`config.mk`:
```
export PLATFORM = sky130hd
export DESIGN_NAME = wheel_speed_pid_controller_top_flat
export DESIGN_NICKNAME = d
export VERILOG_FILES = /design/src/hw/rtl/wspid_pkg.sv /design/src/hw/rtl/wspid_if.sv /design/src/hw/rtl/wheel_speed_pid_controller_top.sv /design/src/hw/rtl/wspid_seq.sv /design/src/flat_wrapper.sv
export SDC_FILE = /design/constraint.sdc
export NUM_CORES = 2
export LEC_CHECK = 0
export BUFFER_PORTS_ARGS = -buffer_cell sky130_fd_sc_hd__buf_2
export CAP_MARGIN = 20
export CORE_UTILIZATION = 60
export CTS_BUF_LIST = sky130_fd_sc_hd__clkbuf_2 sky130_fd_sc_hd__clkbuf_4 sky130_fd_sc_hd__clkbuf_8
export CTS_CLUSTER_DIAMETER = 60
export CTS_CLUSTER_SIZE = 14
export DETAILED_ROUTE_END_ITERATION = 6
export PLACE_DENSITY = 0.83
export SYNTH_ARGS = -nofsm -noshare
export SYNTH_HDL_FRONTEND = slang
export SYNTH_SLANG_ARGS = --single-unit
```
`constraint.sdc`:
```
create_clock -name i_clk -period 9.9 [get_ports i_clk]
set_input_delay 2.475 -clock i_clk [delete_from_list [all_inputs] [get_ports i_clk]]
set_output_delay 2.475 -clock i_clk [all_outputs]
set_load 0.02 [all_outputs]
```
`src/hw/rtl/wspid_pkg.sv`:
```
// ----------------------------------------------------------------------------
// wspid_pkg
// types, constants, microcode table and helpers of the wheel speed pid block
// ----------------------------------------------------------------------------
package wspid_pkg;

    localparam int WSPID_COUNTER_BITS = 16;

    localparam logic [31:0] LIN_K = 32'd876602825;
    localparam logic [31:0] ANG_K = 32'd5763332;

    localparam logic [15:0] KP_RST  = 16'd1280;
    localparam logic [15:0] KI_RST  = 16'd77;
    localparam logic [15:0] KD_RST  = 16'd0;
    localparam logic [31:0] THR_RST = 32'd19661;
    localparam logic [7:0]  LIM_RST = 8'd80;
    localparam logic [31:0] C2R_RST = 32'd4588636;
    localparam logic [31:0] M2R_RST = 32'd21043622;

    localparam int CFG_IDX_W = 3;
    localparam logic [CFG_IDX_W-1:0] CFG_KP  = 3'd0;
    localparam logic [CFG_IDX_W-1:0] CFG_KI  = 3'd1;
    localparam logic [CFG_IDX_W-1:0] CFG_KD  = 3'd2;
    localparam logic [CFG_IDX_W-1:0] CFG_THR = 3'd3;
    localparam logic [CFG_IDX_W-1:0] CFG_LIM = 3'd4;
    localparam logic [CFG_IDX_W-1:0] CFG_C2R = 3'd5;
    localparam logic [CFG_IDX_W-1:0] CFG_M2R = 3'd6;

    localparam logic [1:0] DIR_STOP = 2'd0;
    localparam logic [1:0] DIR_FWD  = 2'd1;
    localparam logic [1:0] DIR_REV  = 2'd2;

    localparam int PC_W = 4;
    localparam logic [PC_W-1:0] ST_RPS_MUL = 4'd0;
    localparam logic [PC_W-1:0] ST_SP_MUL  = 4'd1;
    localparam logic [PC_W-1:0] ST_LIN_MUL = 4'd2;
    localparam logic [PC_W-1:0] ST_ANG_MUL = 4'd3;
    localparam logic [PC_W-1:0] ST_KP_MUL  = 4'd4;
    localparam logic [PC_W-1:0] ST_KI_MUL  = 4'd5;
    localparam logic [PC_W-1:0] ST_KD_MUL  = 4'd6;
    localparam logic [PC_W-1:0] ST_KD_ADD  = 4'd7;
    localparam logic [PC_W-1:0] ST_FINISH  = 4'd8;

    typedef enum logic [2:0] {
        A_COUNT, A_MAG, A_RPS, A_STORE, A_ERR, A_INTEG, A_DERR
    } t_asel;

    typedef enum logic [2:0] {
        B_C2R, B_M2R, B_LIN, B_ANG, B_KP, B_KI, B_KD
    } t_bsel;

    typedef enum logic [2:0] {
        DST_NONE, DST_RPS, DST_SP, DST_LIN, DST_ANG
    } t_dst;

    typedef enum logic [1:0] {
        ACC_NONE, ACC_LOAD, ACC_ADD
    } t_acc;

    typedef enum logic {
        JMP_NEVER, JMP_KD_ZERO
    } t_jmp;

    typedef struct packed {
        t_asel           a_sel;
        t_bsel           b_sel;
        t_dst            dst;
        logic            err_ld;
        logic            integ_ld;
        t_acc            acc_op;
        logic            fin;
        t_jmp            jmp;
        logic [PC_W-1:0] target;
    } t_uop;

    typedef struct packed {
        logic active;
        logic adv;
        t_uop uop;
    } t_ctrl;

    function automatic t_uop ucode(input logic [PC_W-1:0] pc);
        t_uop u;
        u.a_sel    = A_COUNT;
        u.b_sel    = B_C2R;
        u.dst      = DST_NONE;
        u.err_ld   = 1'b0;
        u.integ_ld = 1'b0;
        u.acc_op   = ACC_NONE;
        u.fin      = 1'b0;
        u.jmp      = JMP_NEVER;
        u.target   = ST_RPS_MUL;
        case (pc)
            ST_RPS_MUL: begin
                u.a_sel = A_COUNT;
                u.b_sel = B_C2R;
            end
            ST_SP_MUL: begin
                u.dst   = DST_RPS;
                u.a_sel = A_MAG;
                u.b_sel = B_M2R;
            end
            ST_LIN_MUL: begin
                u.dst   = DST_SP;
                u.a_sel = A_RPS;
                u.b_sel = B_LIN;
            end
            ST_ANG_MUL: begin
                u.dst    = DST_LIN;
                u.err_ld = 1'b1;
                u.a_sel  = A_STORE;
                u.b_sel  = B_ANG;
            end
            ST_KP_MUL: begin
                u.dst      = DST_ANG;
                u.integ_ld = 1'b1;
                u.a_sel    = A_ERR;
                u.b_sel    = B_KP;
            end
            ST_KI_MUL: begin
                u.acc_op = ACC_LOAD;
                u.a_sel  = A_INTEG;
                u.b_sel  = B_KI;
            end
            ST_KD_MUL: begin
                u.acc_op = ACC_ADD;
                u.a_sel  = A_DERR;
                u.b_sel  = B_KD;
                u.jmp    = JMP_KD_ZERO;
                u.target = ST_FINISH;
            end
            ST_KD_ADD: begin
                u.acc_op = ACC_ADD;
            end
            ST_FINISH: begin
                u.fin = 1'b1;
            end
            default: begin
                u.fin = 1'b1;
            end
        endcase
        return u;
    endfunction

    // q32.32 product to q16.16, round half up, cap at 2^31 - 1
    function automatic logic [30:0] wspid_scale(input logic [63:0] p);
        logic [48:0] r;
        r = {1'b0, p[63:16]} + {48'd0, p[15]};
        if (r > 49'h7FFF_FFFF) begin
            return 31'h7FFF_FFFF;
        end else begin
            return r[30:0];
        end
    endfunction

endpackage

```
`src/hw/rtl/wspid_if.sv`:
```
// ----------------------------------------------------------------------------
// wspid channel interfaces
// valid/ready channels for the input word and the result word
// ----------------------------------------------------------------------------
interface wspid_in_if;
    logic               valid;
    logic               ready;
    logic [15:0]        encoder_count;
    logic               counting_down;
    logic signed [15:0] wheel_setpoint;
    logic signed [15:0] partner_setpoint;

    modport source (
        output valid, encoder_count, counting_down, wheel_setpoint, partner_setpoint,
        input  ready
    );
    modport sink (
        input  valid, encoder_count, counting_down, wheel_setpoint, partner_setpoint,
        output ready
    );
endinterface

interface wspid_out_if;
    logic        valid;
    logic        ready;
    logic [7:0]  pwm_duty;
    logic [1:0]  motor_dir;
    logic [30:0] wheel_rps;
    logic [30:0] linear_speed;
    logic [30:0] turn_angle;
    logic        turning;

    modport source (
        output valid, pwm_duty, motor_dir, wheel_rps, linear_speed, turn_angle, turning,
        input  ready
    );
    modport sink (
        input  valid, pwm_duty, motor_dir, wheel_rps, linear_speed, turn_angle, turning,
        output ready
    );
endinterface

```
`src/hw/rtl/wheel_speed_pid_controller_top.sv`:
```
// ----------------------------------------------------------------------------
// wheel_speed_pid_controller_top
// encoder speed measurement, pid with integral separation, pwm accumulator
//
// channel  dir  handshake          word
// i_in     in   valid / ready      count, down flag, wheel and partner setpoint
// o_out    out  valid / ready      pwm duty, direction, speeds, turn angle
// i_cfg    in   write enable only  register index and 32-bit data
//
// one word per pass of the nine-step microcode program, the kd add step
// skipped when kd_gain is zero, all through the single 33x33 multiplier
// ready is high whenever the sequencer is idle
// a full output register stalls the program on its last step
// synchronous active-low reset, no clearing pass
// ----------------------------------------------------------------------------
module wheel_speed_pid_controller_top
    import wspid_pkg::*;
#(
    parameter int COUNTER_BITS = WSPID_COUNTER_BITS
) (
    input  logic                 i_clk,
    input  logic                 i_rst_n,
    input  logic                 i_cfg_we,
    input  logic [CFG_IDX_W-1:0] i_cfg_idx,
    input  logic [31:0]          i_cfg_data,
    wspid_in_if.sink             i_in,
    wspid_out_if.source          o_out
);

    // configuration
    logic [15:0]        r_kp, r_ki, r_kd;
    logic signed [31:0] r_thr;
    logic [7:0]         r_lim;
    logic [31:0]        r_c2r, r_m2r;

    // captured word and state
    logic [COUNTER_BITS-1:0] r_count;
    logic [16:0]             r_mag;
    logic [1:0]              r_dir;
    logic                    r_turning;
    logic [31:0]             r_store;
    logic signed [31:0]      r_integ;
    logic signed [31:0]      r_prev;
    logic [23:0]             r_pwm;

    // datapath
    logic signed [65:0] r_prod;
    logic [30:0]        r_rps, r_sp, r_lin, r_ang;
    logic signed [31:0] r_err;
    logic signed [51:0] r_acc;

    // output register
    logic        r_out_valid;
    logic [7:0]  r_out_pwm;
    logic [1:0]  r_out_dir;
    logic [30:0] r_out_rps, r_out_lin, r_out_ang;
    logic        r_out_turning;

    t_ctrl w_ctrl;
    logic  w_busy;
    logic  w_accept;
    logic  w_hold;

    logic [COUNTER_BITS-1:0] w_count_raw, w_count;
    logic signed [15:0]      w_sp, w_pp;
    logic                    w_sp_pos, w_sp_neg, w_pp_pos, w_pp_neg, w_turning;
    logic [16:0]             w_mag;
    logic [1:0]              w_dir;
    logic [32:0]             w_ssum;
    logic [31:0]             w_store_next;

    logic signed [32:0] w_a, w_b, w_derr;
    logic [30:0]        w_scaled;
    logic signed [31:0] w_err;
    logic signed [32:0] w_isum;
    logic signed [31:0] w_integ_next;
    logic signed [51:0] w_rnd;
    logic signed [43:0] w_sh;
    logic signed [31:0] w_pid;
    logic signed [33:0] w_psum;
    logic [23:0]        w_lim;
    logic [23:0]        n_pwm;

    wspid_seq u_seq (
        .i_clk     (i_clk),
        .i_rst_n   (i_rst_n),
        .i_start   (w_accept),
        .i_hold    (w_hold),
        .i_kd_zero (r_kd == 16'd0),
        .o_ctrl    (w_ctrl),
        .o_busy    (w_busy)
    );

    assign i_in.ready = !w_busy;
    assign w_accept   = i_in.valid && !w_busy;
    assign w_hold     = r_out_valid && !o_out.ready;

    // input decode
    assign w_count_raw = COUNTER_BITS'(i_in.encoder_count);
    assign w_count     = (i_in.counting_down && (w_count_raw != '0)) ? ~w_count_raw
                                                                    : w_count_raw;
    assign w_sp        = i_in.wheel_setpoint;
    assign w_pp        = i_in.partner_setpoint;
    assign w_sp_neg    = w_sp[15];
    assign w_sp_pos    = !w_sp[15] && (w_sp != 16'sd0);
    assign w_pp_neg    = w_pp[15];
    assign w_pp_pos    = !w_pp[15] && (w_pp != 16'sd0);
    assign w_turning   = (w_sp_pos && w_pp_neg) || (w_sp_neg && w_pp_pos);
    assign w_mag       = w_sp_neg ? (17'd0 - {w_sp[15], w_sp}) : {1'b0, w_sp};
    assign w_dir       = w_sp_pos ? DIR_FWD : (w_sp_neg ? DIR_REV : DIR_STOP);
    assign w_ssum      = {1'b0, r_store} + 33'(w_count);
    assign w_store_next = !w_turning ? 32'd0 : (w_ssum[32] ? 32'hFFFF_FFFF : w_ssum[31:0]);

    // multiplier operands
    assign w_derr = {r_err[31], r_err} - {r_prev[31], r_prev};

    always_comb begin
        case (w_ctrl.uop.a_sel)
            A_COUNT: w_a = $signed(33'(r_count));
            A_MAG:   w_a = $signed({16'd0, r_mag});
            A_RPS:   w_a = $signed({2'd0, r_rps});
            A_STORE: w_a = $signed({1'b0, r_store});
            A_ERR:   w_a = {r_err[31], r_err};
            A_INTEG: w_a = {r_integ[31], r_integ};
            A_DERR:  w_a = w_derr;
            default: w_a = '0;
        endcase
    end

    always_comb begin
        case (w_ctrl.uop.b_sel)
            B_C2R:   w_b = $signed({1'b0, r_c2r});
            B_M2R:   w_b = $signed({1'b0, r_m2r});
            B_LIN:   w_b = $signed({1'b0, LIN_K});
            B_ANG:   w_b = $signed({1'b0, ANG_K});
            B_KP:    w_b = $signed({17'd0, r_kp});
            B_KI:    w_b = $signed({17'd0, r_ki});
            B_KD:    w_b = $signed({17'd0, r_kd});
            default: w_b = '0;
        endcase
    end

    // scaling, error, integral with separation
    assign w_scaled = wspid_scale(r_prod[63:0]);
    assign w_err    = $signed({1'b0, r_sp}) - $signed({1'b0, r_rps});
    assign w_isum   = {r_integ[31], r_integ} + {r_err[31], r_err};

    always_comb begin
        if (r_err >= r_thr) begin
            w_integ_next = 32'sd0;
        end else if (w_isum[32] != w_isum[31]) begin
            w_integ_next = w_isum[32] ? 32'sh8000_0000 : 32'sh7FFF_FFFF;
        end else begin
            w_integ_next = w_isum[31:0];
        end
    end

    // pid rounding and pwm accumulator clamp
    assign w_rnd = r_acc + 52'sd128;
    assign w_sh  = w_rnd[51:8];
    assign w_lim = {r_lim, 16'd0};

    always_comb begin
        if ((w_sh[43:31] == '0) || (w_sh[43:31] == '1)) begin
            w_pid = w_sh[31:0];
        end else begin
            w_pid = w_sh[43] ? 32'sh8000_0000 : 32'sh7FFF_FFFF;
        end
    end

    assign w_psum = $signed({10'd0, r_pwm}) + {{2{w_pid[31]}}, w_pid};

    always_comb begin
        if (w_psum >= $signed({10'd0, w_lim})) begin
            n_pwm = w_lim;
        end else if (w_psum[33]) begin
            n_pwm = 24'd0;
        end else begin
            n_pwm = w_psum[23:0];
        end
    end

    // configuration registers
    always_ff @(posedge i_clk) begin
        if (!i_rst_n) begin
            r_kp  <= KP_RST;
            r_ki  <= KI_RST;
            r_kd  <= KD_RST;
            r_thr <= THR_RST;
            r_lim <= LIM_RST;
            r_c2r <= C2R_RST;
            r_m2r <= M2R_RST;
        end else if (i_cfg_we) begin
            case (i_cfg_idx)
                CFG_KP:  r_kp  <= i_cfg_data[15:0];
                CFG_KI:  r_ki  <= i_cfg_data[15:0];
                CFG_KD:  r_kd  <= i_cfg_data[15:0];
                CFG_THR: r_thr <= i_cfg_data;
                CFG_LIM: r_lim <= i_cfg_data[7:0];
                CFG_C2R: r_c2r <= i_cfg_data;
                CFG_M2R: r_m2r <= i_cfg_data;
                default: begin
                end
            endcase
        end
    end

    // controller state
    always_ff @(posedge i_clk) begin
        if (!i_rst_n) begin
            r_store <= 32'd0;
            r_integ <= 32'sd0;
            r_prev  <= 32'sd0;
            r_pwm   <= 24'd0;
        end else begin
            if (w_accept) begin
                r_store <= w_store_next;
            end
            if (w_ctrl.adv && w_ctrl.uop.integ_ld) begin
                r_integ <= w_integ_next;
            end
            if (w_ctrl.adv && w_ctrl.uop.fin) begin
                r_prev <= r_err;
                r_pwm  <= n_pwm;
            end
        end
    end

    // datapath payload
    always_ff @(posedge i_clk) begin
        if (w_accept) begin
            r_count   <= w_count;
            r_mag     <= w_mag;
            r_dir     <= w_dir;
            r_turning <= w_turning;
        end
        if (w_ctrl.active) begin
            r_prod <= w_a * w_b;
        end
        if (w_ctrl.adv) begin
            case (w_ctrl.uop.dst)
                DST_NONE: begin
                end
                DST_RPS: r_rps <= w_scaled;
                DST_SP:  r_sp  <= w_scaled;
                DST_LIN: r_lin <= w_scaled;
                DST_ANG: r_ang <= w_scaled;
                default: begin
                end
            endcase
            if (w_ctrl.uop.err_ld) begin
                r_err <= w_err;
            end
            case (w_ctrl.uop.acc_op)
                ACC_NONE: begin
                end
                ACC_LOAD: r_acc <= r_prod[51:0];
                ACC_ADD:  r_acc <= r_acc + r_prod[51:0];
                default: begin
                end
            endcase
        end
    end

    // output register
    always_ff @(posedge i_clk) begin
        if (!i_rst_n) begin
            r_out_valid <= 1'b0;
        end else if (w_ctrl.adv && w_ctrl.uop.fin) begin
            r_out_valid <= 1'b1;
        end else if (o_out.ready) begin
            r_out_valid <= 1'b0;
        end
    end

    always_ff @(posedge i_clk) begin
        if (w_ctrl.adv && w_ctrl.uop.fin) begin
            r_out_pwm     <= n_pwm[23:16];
            r_out_dir     <= r_dir;
            r_out_rps     <= r_rps;
            r_out_lin     <= r_lin;
            r_out_ang     <= r_ang;
            r_out_turning <= r_turning;
        end
    end

    assign o_out.valid        = r_out_valid;
    assign o_out.pwm_duty     = r_out_pwm;
    assign o_out.motor_dir    = r_out_dir;
    assign o_out.wheel_rps    = r_out_rps;
    assign o_out.linear_speed = r_out_lin;
    assign o_out.turn_angle   = r_out_ang;
    assign o_out.turning      = r_out_turning;

endmodule

```
`src/hw/rtl/wspid_seq.sv`:
```
// ----------------------------------------------------------------------------
// wspid_seq
// step counter and microcode rom driving the shared multiply datapath
// ----------------------------------------------------------------------------
module wspid_seq
    import wspid_pkg::*;
(
    input  logic  i_clk,
    input  logic  i_rst_n,
    input  logic  i_start,
    input  logic  i_hold,
    input  logic  i_kd_zero,
    output t_ctrl o_ctrl,
    output logic  o_busy
);

    logic            r_busy;
    logic [PC_W-1:0] r_pc;
    logic            n_busy;
    logic [PC_W-1:0] n_pc;
    t_uop            w_uop;
    logic            w_adv;
    logic            w_jump;

    assign w_uop = ucode(r_pc);
    assign w_adv = r_busy && !(w_uop.fin && i_hold);

    always_comb begin
        case (w_uop.jmp)
            JMP_NEVER:   w_jump = 1'b0;
            JMP_KD_ZERO: w_jump = i_kd_zero;
            default:     w_jump = 1'b0;
        endcase
    end

    always_comb begin
        n_busy = r_busy;
        n_pc   = r_pc;
        if (i_start) begin
            n_busy = 1'b1;
            n_pc   = ST_RPS_MUL;
        end else if (w_adv) begin
            if (w_uop.fin) begin
                n_busy = 1'b0;
            end else if (w_jump) begin
                n_pc = w_uop.target;
            end else begin
                n_pc = r_pc + 1'b1;
            end
        end
    end

    always_ff @(posedge i_clk) begin
        if (!i_rst_n) begin
            r_busy <= 1'b0;
            r_pc   <= ST_RPS_MUL;
        end else begin
            r_busy <= n_busy;
            r_pc   <= n_pc;
        end
    end

    assign o_ctrl.active = r_busy;
    assign o_ctrl.adv    = w_adv;
    assign o_ctrl.uop    = w_uop;
    assign o_busy        = r_busy;

endmodule

```
`src/flat_wrapper.sv`:
```
// flat-port wrapper written by rule: the top's interface ports become plain ports
module wheel_speed_pid_controller_top_flat import wspid_pkg::*;
#(
    parameter int COUNTER_BITS = WSPID_COUNTER_BITS
)
  (i_clk, i_rst_n, i_cfg_we, i_cfg_idx, i_cfg_data, i_in_valid, i_in_encoder_count, i_in_counting_down, i_in_wheel_setpoint, i_in_partner_setpoint, i_in_ready, o_out_valid, o_out_pwm_duty, o_out_motor_dir, o_out_wheel_rps, o_out_linear_speed, o_out_turn_angle, o_out_turning, o_out_ready);
  wspid_in_if i_in_i ();
  wspid_out_if o_out_i ();
  input  logic i_clk;
  input  logic i_rst_n;
  input  logic i_cfg_we;
  input  logic [CFG_IDX_W-1:0] i_cfg_idx;
  input  logic [31:0] i_cfg_data;
  input wire logic [$bits(i_in_i.valid)-1:0] i_in_valid;
  input wire logic [$bits(i_in_i.encoder_count)-1:0] i_in_encoder_count;
  input wire logic [$bits(i_in_i.counting_down)-1:0] i_in_counting_down;
  input wire logic [$bits(i_in_i.wheel_setpoint)-1:0] i_in_wheel_setpoint;
  input wire logic [$bits(i_in_i.partner_setpoint)-1:0] i_in_partner_setpoint;
  output wire logic [$bits(i_in_i.ready)-1:0] i_in_ready;
  output wire logic [$bits(o_out_i.valid)-1:0] o_out_valid;
  output wire logic [$bits(o_out_i.pwm_duty)-1:0] o_out_pwm_duty;
  output wire logic [$bits(o_out_i.motor_dir)-1:0] o_out_motor_dir;
  output wire logic [$bits(o_out_i.wheel_rps)-1:0] o_out_wheel_rps;
  output wire logic [$bits(o_out_i.linear_speed)-1:0] o_out_linear_speed;
  output wire logic [$bits(o_out_i.turn_angle)-1:0] o_out_turn_angle;
  output wire logic [$bits(o_out_i.turning)-1:0] o_out_turning;
  input wire logic [$bits(o_out_i.ready)-1:0] o_out_ready;
  assign i_in_i.valid = i_in_valid;
  assign i_in_i.encoder_count = i_in_encoder_count;
  assign i_in_i.counting_down = i_in_counting_down;
  assign i_in_i.wheel_setpoint = i_in_wheel_setpoint;
  assign i_in_i.partner_setpoint = i_in_partner_setpoint;
  assign i_in_ready = i_in_i.ready;
  assign o_out_valid = o_out_i.valid;
  assign o_out_pwm_duty = o_out_i.pwm_duty;
  assign o_out_motor_dir = o_out_i.motor_dir;
  assign o_out_wheel_rps = o_out_i.wheel_rps;
  assign o_out_linear_speed = o_out_i.linear_speed;
  assign o_out_turn_angle = o_out_i.turn_angle;
  assign o_out_turning = o_out_i.turning;
  assign o_out_i.ready = o_out_ready;
  wheel_speed_pid_controller_top #(.COUNTER_BITS(COUNTER_BITS)) u_core (.i_clk(i_clk), .i_rst_n(i_rst_n), .i_cfg_we(i_cfg_we), .i_cfg_idx(i_cfg_idx), .i_cfg_data(i_cfg_data), .i_in(i_in_i), .o_out(o_out_i));
endmodule
```
# == Word-level counts from Yosys, hierarchy flattened ==
# Cells that the tools add are included.
# W data, S select, Z words.
# word_totals
output_inout_bits,106
elab_cells,161
in_bits,89
register_bits,690
# classes
eq_ne,34
bitwise,3
mul,1
n_lt_le_gt_ge,3
n_mux,30
n_reduce_logical,48
addsub,10
# op_table
cell,n
$pmux W33 S7,1
$mux W32,7
$pmux W32 S7,1
$pmux W52 S2,1
$mul A33 B33 Y64,1
$add A52 B52 Y52,1
$add A52 B9 Y52 const B,1
$add A48 B1 Y49,1
$gt A49 B31 Y1 const B,1
$mux W24,2
$reduce_bool A16 Y1,3
$pmux W6 S6,1
$ge A34 B25 Y1,1
$add A25 B32 Y33,1
$add A32 B16 Y33,1
$add A32 B32 Y33,1
$sub A32 B32 Y33,1
$ge A32 B32 Y1,1
$sub A31 B31 Y32,1
$mux W31,1
$eq A3 B3 Y1 const B,10
$reduce_and A2 Y1,15
$eq A3 B2 Y1 const B,8
$sub A1 B16 Y17 const A,1
other kinds (31),66

# == Logic depth before layout (Yosys ltp) ==
# logic_depth
depth_word,8
ltp_mapped,45
ltp_nobuf,44

# == Hierarchy ==
# Synthesis repeated with hierarchy kept, for this count alone.
# unflattened
cells_unflattened,8329
area_unflattened_um2,76871.2
# by_module_without_submodules
module,seq_area_each_um2,cells_per_inst,instances,area_each_um2
wheel_speed_pid_controller_top,17837.1,8271,1,76392.0
wspid_seq,100.1,58,1,479.2

# == Least setup slack after synthesis ==
# OpenSTA, ideal clock, no wires.
# synth_timing
kind,flip-flop to flip-flop
startpoint,register u_core.r_err[0]
endpoint,"register u_core.r_prod[59], data pin"
path_stages_with_launch,40
arrival_time_ps,10233
required_time_ps,9636
synth_period_minus_slack_ps,10496
setup_time_ps,264
slack_ps,-596
n_path_buf,1
path_cell_list,edfxtp_1 > inv_1 > ha_1 > fa_1 > nor2b_1 > o21ai_0 > a21boi_0 > o21ai_0 > a211oi_1 > a221o_1 > a211o_1 > nand2_1 > o311ai_0 > a31o_2 > o21ai_1 > clkbuf_1 > nand2_1 > fa_1 > [4 not listed] > fa_1 > inv_1 > ha_1 > xnor2_1 > fa_1 > fa_1 > inv_1 > fa_1 > inv_1 > ha_1 > o21ai_0 > nand2b_1 > nand3_1 > a21oi_1 > a311oi_1 > or3b_2 > a31oi_1 > xor2_1
# synth_via
elab_chain_cells,3
# synth_lines
item,line_no,text
from (decl),wheel_speed_pid_controller_top.sv:49,logic signed [31:0] r_err;
from (signal assigned),wheel_speed_pid_controller_top.sv:252,r_err <= w_err;
$sub A32 B32 Y33,wheel_speed_pid_controller_top.sv:115,"assign w_derr = {r_err[31], r_err} - {r_prev[31], r_prev};"
$pmux W33 S7 (*),wheel_speed_pid_controller_top.sv:118,case (w_ctrl.uop.a_sel)
$mul A33 B33 Y64 (*),wheel_speed_pid_controller_top.sv:238,r_prod <= w_a * w_b;
to (signal assigned),wheel_speed_pid_controller_top.sv:238,
to (decl),wheel_speed_pid_controller_top.sv:47,logic signed [65:0] r_prod;
# Mark *: on every way between the ends. The rest lies on a longest branch, timed or not.
# A chain may end at the register's enable or synchronous reset.

# == Worst setup path in the final report ==
# layout_timing
startpoint,register u_core.r_err[0]
endpoint,"register u_core.r_prod[61], data pin"
# The elaborated chain is that of the path after synthesis.

==> results.md <==
* Crit-path max FO at 6
* DR vias at 61,500
* Final WS setup at -0.820 ns
* Worst clock skew at 0.0414 ns
* Initial core utilization at 60.7%
* Synthesized instance count at 7,688
* Area Overhead vs Synth at 16.9%
* Largest net degree at the start of global routing at 106
* Avg Cell Area, Syn at 9.48 um2
* Critical-path top delay cell: fa_1
* Layout cells sized above 1 at 17.4%
* Hold Crit Depth at 0
* Syn. warnings at 0
* Gr usage total at 40.0%
* Simple-Gate Fraction of Synth Area at 13.9%
* #FFs+latches synth at 690
* TritonRoute pass-1 iters at 7
* Cell Area, Placed at 82,000 um2
* H-tree Lvls at 2
* Distinct cell type count after synthesis at 86
* Global-route wire length before repair at 368 mm
* DP Cell Count at 10,000
* Post-Synth Adder-Cell Area at 37.4%
* HPWL after detailed placement at 196 mm
* Reg2Reg Setup Slack at -0.82 ns
* LEAKAGE at 39.1 nW
* Core footprint at 120,000 um2
* Crit Path Class: reg2reg
* Clock Sinks at 690
* Crit end category: register
* Minimum clock period after layout at 10.72 ns
* Io pins at 195
* Inserted Clock Buffers at 61
* Vias in the first global route at 63,500
* Post-synth top cells: 1,254 x inv_1, 1,092 x fa_1, 1,000 x nand2_1
* Worst R2R Start: u_core.r_err[0]
* Status: finished, violations left
* RSZ-0062 raised after global routing: yes
* CTS clk-pin slew, worst paths at 0.10 ns
* Worst Hold Class: reg2reg
* CTS Hold Buffers Added at 0
* Design Area, Final at 85,200 um2
* Routed wire length per instance at 24.0 um
* Critical path's most frequent cell: fa_1
* Routability congestion estimate at 1.07
* Crit-path max cell delay at 0.64 ns
* Clk root buf: clkbuf_8
* Antenna viol nets, final at 0
* DIE WIDTH at 351 um
* Routed WL at 246 mm
* Compound-gate portion of the synthesized area at 11.2%
* Die area at 123,000 um2
* Largest area contributor in the netlist: fa_1
* Clock Latency Late Sink at 0.77 ns
* Nets at 10,200
* CTS tree: built
* Setup-failing EPs final at 28
* Global route overflow at 0
* FF-to-FF path depth at 43
* Hold Vio Cnt, Final at 0
* Clock Path Buffers at 3
* R2r endpoint: u_core.r_prod[61]
* Startpoint Class: register
* Hold Startpoint: u_core.r_ang[29]
* Share of the synthesized area in the top cell type at 30.0%
* DR iter-0 viols at 6,383
* Maxcap violations at 0
* Post-DR vias/cell at 6.02
* Num rows at 127
* Pwr dens at 409 nW/um2
* Top_reg_cell synth: edfxtp_1
* Cell with the most instances after synthesis: inv_1
* Drc violations at 0
* Slew @ Worst Pin at 1.16 ns
* Largest cells by area after synthesis: fa_1 30%, edfxtp_1 17%, dfxtp_1 7.6%
* WHS Endpoint: u_core.o_out.turn_angle[29]
* Register area share after synthesis at 24.6%
* Post-synthesis xor/xnor area fraction at 4.04%
* Mux share of post-synthesis cell area at 0.824%
* Post-Syn Area at 72,900 um2
* Ys async rst share at 0%
* Tot Pwr at 34.9 mW
* Fmax at 93.3 MHz
* Largest family of logic cells by synthesized area: adder cells
* VDD IR-drop max at 2.64 mV
* Worst EP arrival at 11.23 ns
* Post-synth EDFFs at 412
* Die Y at 351 um
* Failing checks: negative setup slack
* Setup crit start: u_core.r_err[0]
* Final period util at 108%
* IO buf count at 194
* Final Max Tran Viols at 0
* Slew margin rel. at 22.6%
* Initial antenna violation count at 18
* Worst Path Required at 10.41 ns
* Final std cells w/o fill at 10,200
critical path, delay by kind of cell, from the launching register on:
kind                       cells  cell delay, ns
adders and majority gates     11            5.00
xor gates and xnor gates       1            0.15
buffers and inverters          8            1.04
AOI/OAI and AO/OA             16            3.16
and+or+nand+nor                7            0.67
DFF                            1            0.43
cell families (layout without fill, tap and decap cells):
family,count (synthesis),after routing
AND/OR/NAND/NOR,2294,2294
buffers and inverters,1553,2340
adder cells (fa/ha/maj),1523,1523
AO/OA/AOI/OAI,1236,1236
flip-flops,690,690
XOR/XNOR,336,336
multiplexers,54,54
other,2,140
flip-flops by register name, summed over array words and instances (netlist names), 24 cells and up:
register / count
u_core.r_prod: 64
u_core.r_acc: 52
u_core.r_c2r: 32
u_core.r_err: 32
u_core.r_integ: 32
u_core.r_m2r: 32
u_core.r_prev: 32
u_core.r_store: 32
u_core.r_thr: 32
u_core.o_out.linear_speed: 31
u_core.o_out.turn_angle: 31
u_core.o_out.wheel_rps: 31
u_core.r_ang: 31
u_core.r_lin: 31
u_core.r_rps: 31
u_core.r_sp: 31
u_core.r_pwm: 24
worst max path at each step:
stage / end / slack (ns) / cells past startpoint
2_1_floorplan: u_core.r_prod[63] / 0.0008 / 39
3_3_place_gp: u_core.r_prod[59] / -1.02 / 43
3_5_place_dp: u_core.r_prod[59] / -1.19 / 43
4_1_cts: u_core.r_prod[63] / -0.65 / 42
5_1_grt: u_core.r_prod[61] / -1.08 / 43
6_report: u_core.r_prod[61] / -0.82 / 43
final cells by class:
| type | count | area (um2) |
|---|---|---|
| fillers | 8644 | 34900 |
| clock buffers | 96 | 1110 |
| multi-input cells | 5566 | 51100 |
| well taps | 1612 | 2020 |
| repair buffers | 972 | 8040 |
| clock inverters | 16 | 238 |
| flip-flops and latches | 690 | 17900 |
| inverters | 1256 | 4720 |
| diodes | 17 | 42.5 |
power breakdown:
group	total (mW)	leakage, nW	switching [mW]	internal [mW]
registers	4.34	5.34	0.272	4.07
logic	28.6	33.0	15.2	13.4
clock network	1.92	0.717	1.08	0.835
total	34.9	39.1	16.5	18.3
metal layers:
layer	up-vias	GRT usage, %	routed length, um
li1	26600	-	-
met1	30300	48.5	85100
met2	3676	63.4	112000
met3	1016	9.73	27600
met4	16	27.3	21200
met5	-	0	83
placed cells by master (no fill, tap or decap), types with 86 or more instances in the layout:
cell type and instances:
inv_1 1228, fa_1 1055, edfxtp_1 412, nand3_1 114
nand2_1 985, dfxtp_1 277, a21o_1 143, xnor2_1 204
conb_1 123, nand2b_1 86, buf_4 653, xor2_1 121
buf_2 195, nor2_1 625, a21oi_1 389, o21ai_0 151
ha_1 401
what timing repair did:
item	CTS	global route
buffers inserted	48	18
setup endpoints to repair	41	41
cloned	1	1
endpoints found under the hold margin	0	0
resized for setup	148	150
pin swaps	137	134
metrics by stage:
stage / hold WS, ns / setup WS (ns) / util [%] / TNS [ns]
2_1_floorplan: 0.400 / 0.000830 / - / 0
3_3_place_gp: 0.402 / -1.02 / 68.3 / -18.12
3_5_place_dp: 0.405 / -1.19 / 68.3 / -23.76
4_1_cts: 0.408 / -0.645 / 70.3 / -7.53
5_1_grt: 0.419 / -1.08 / 70.9 / -20.06
6_report: 0.413 / -0.820 / 70.9 / -13.32
No activity file was read; power rests on OpenSTA's default activity.
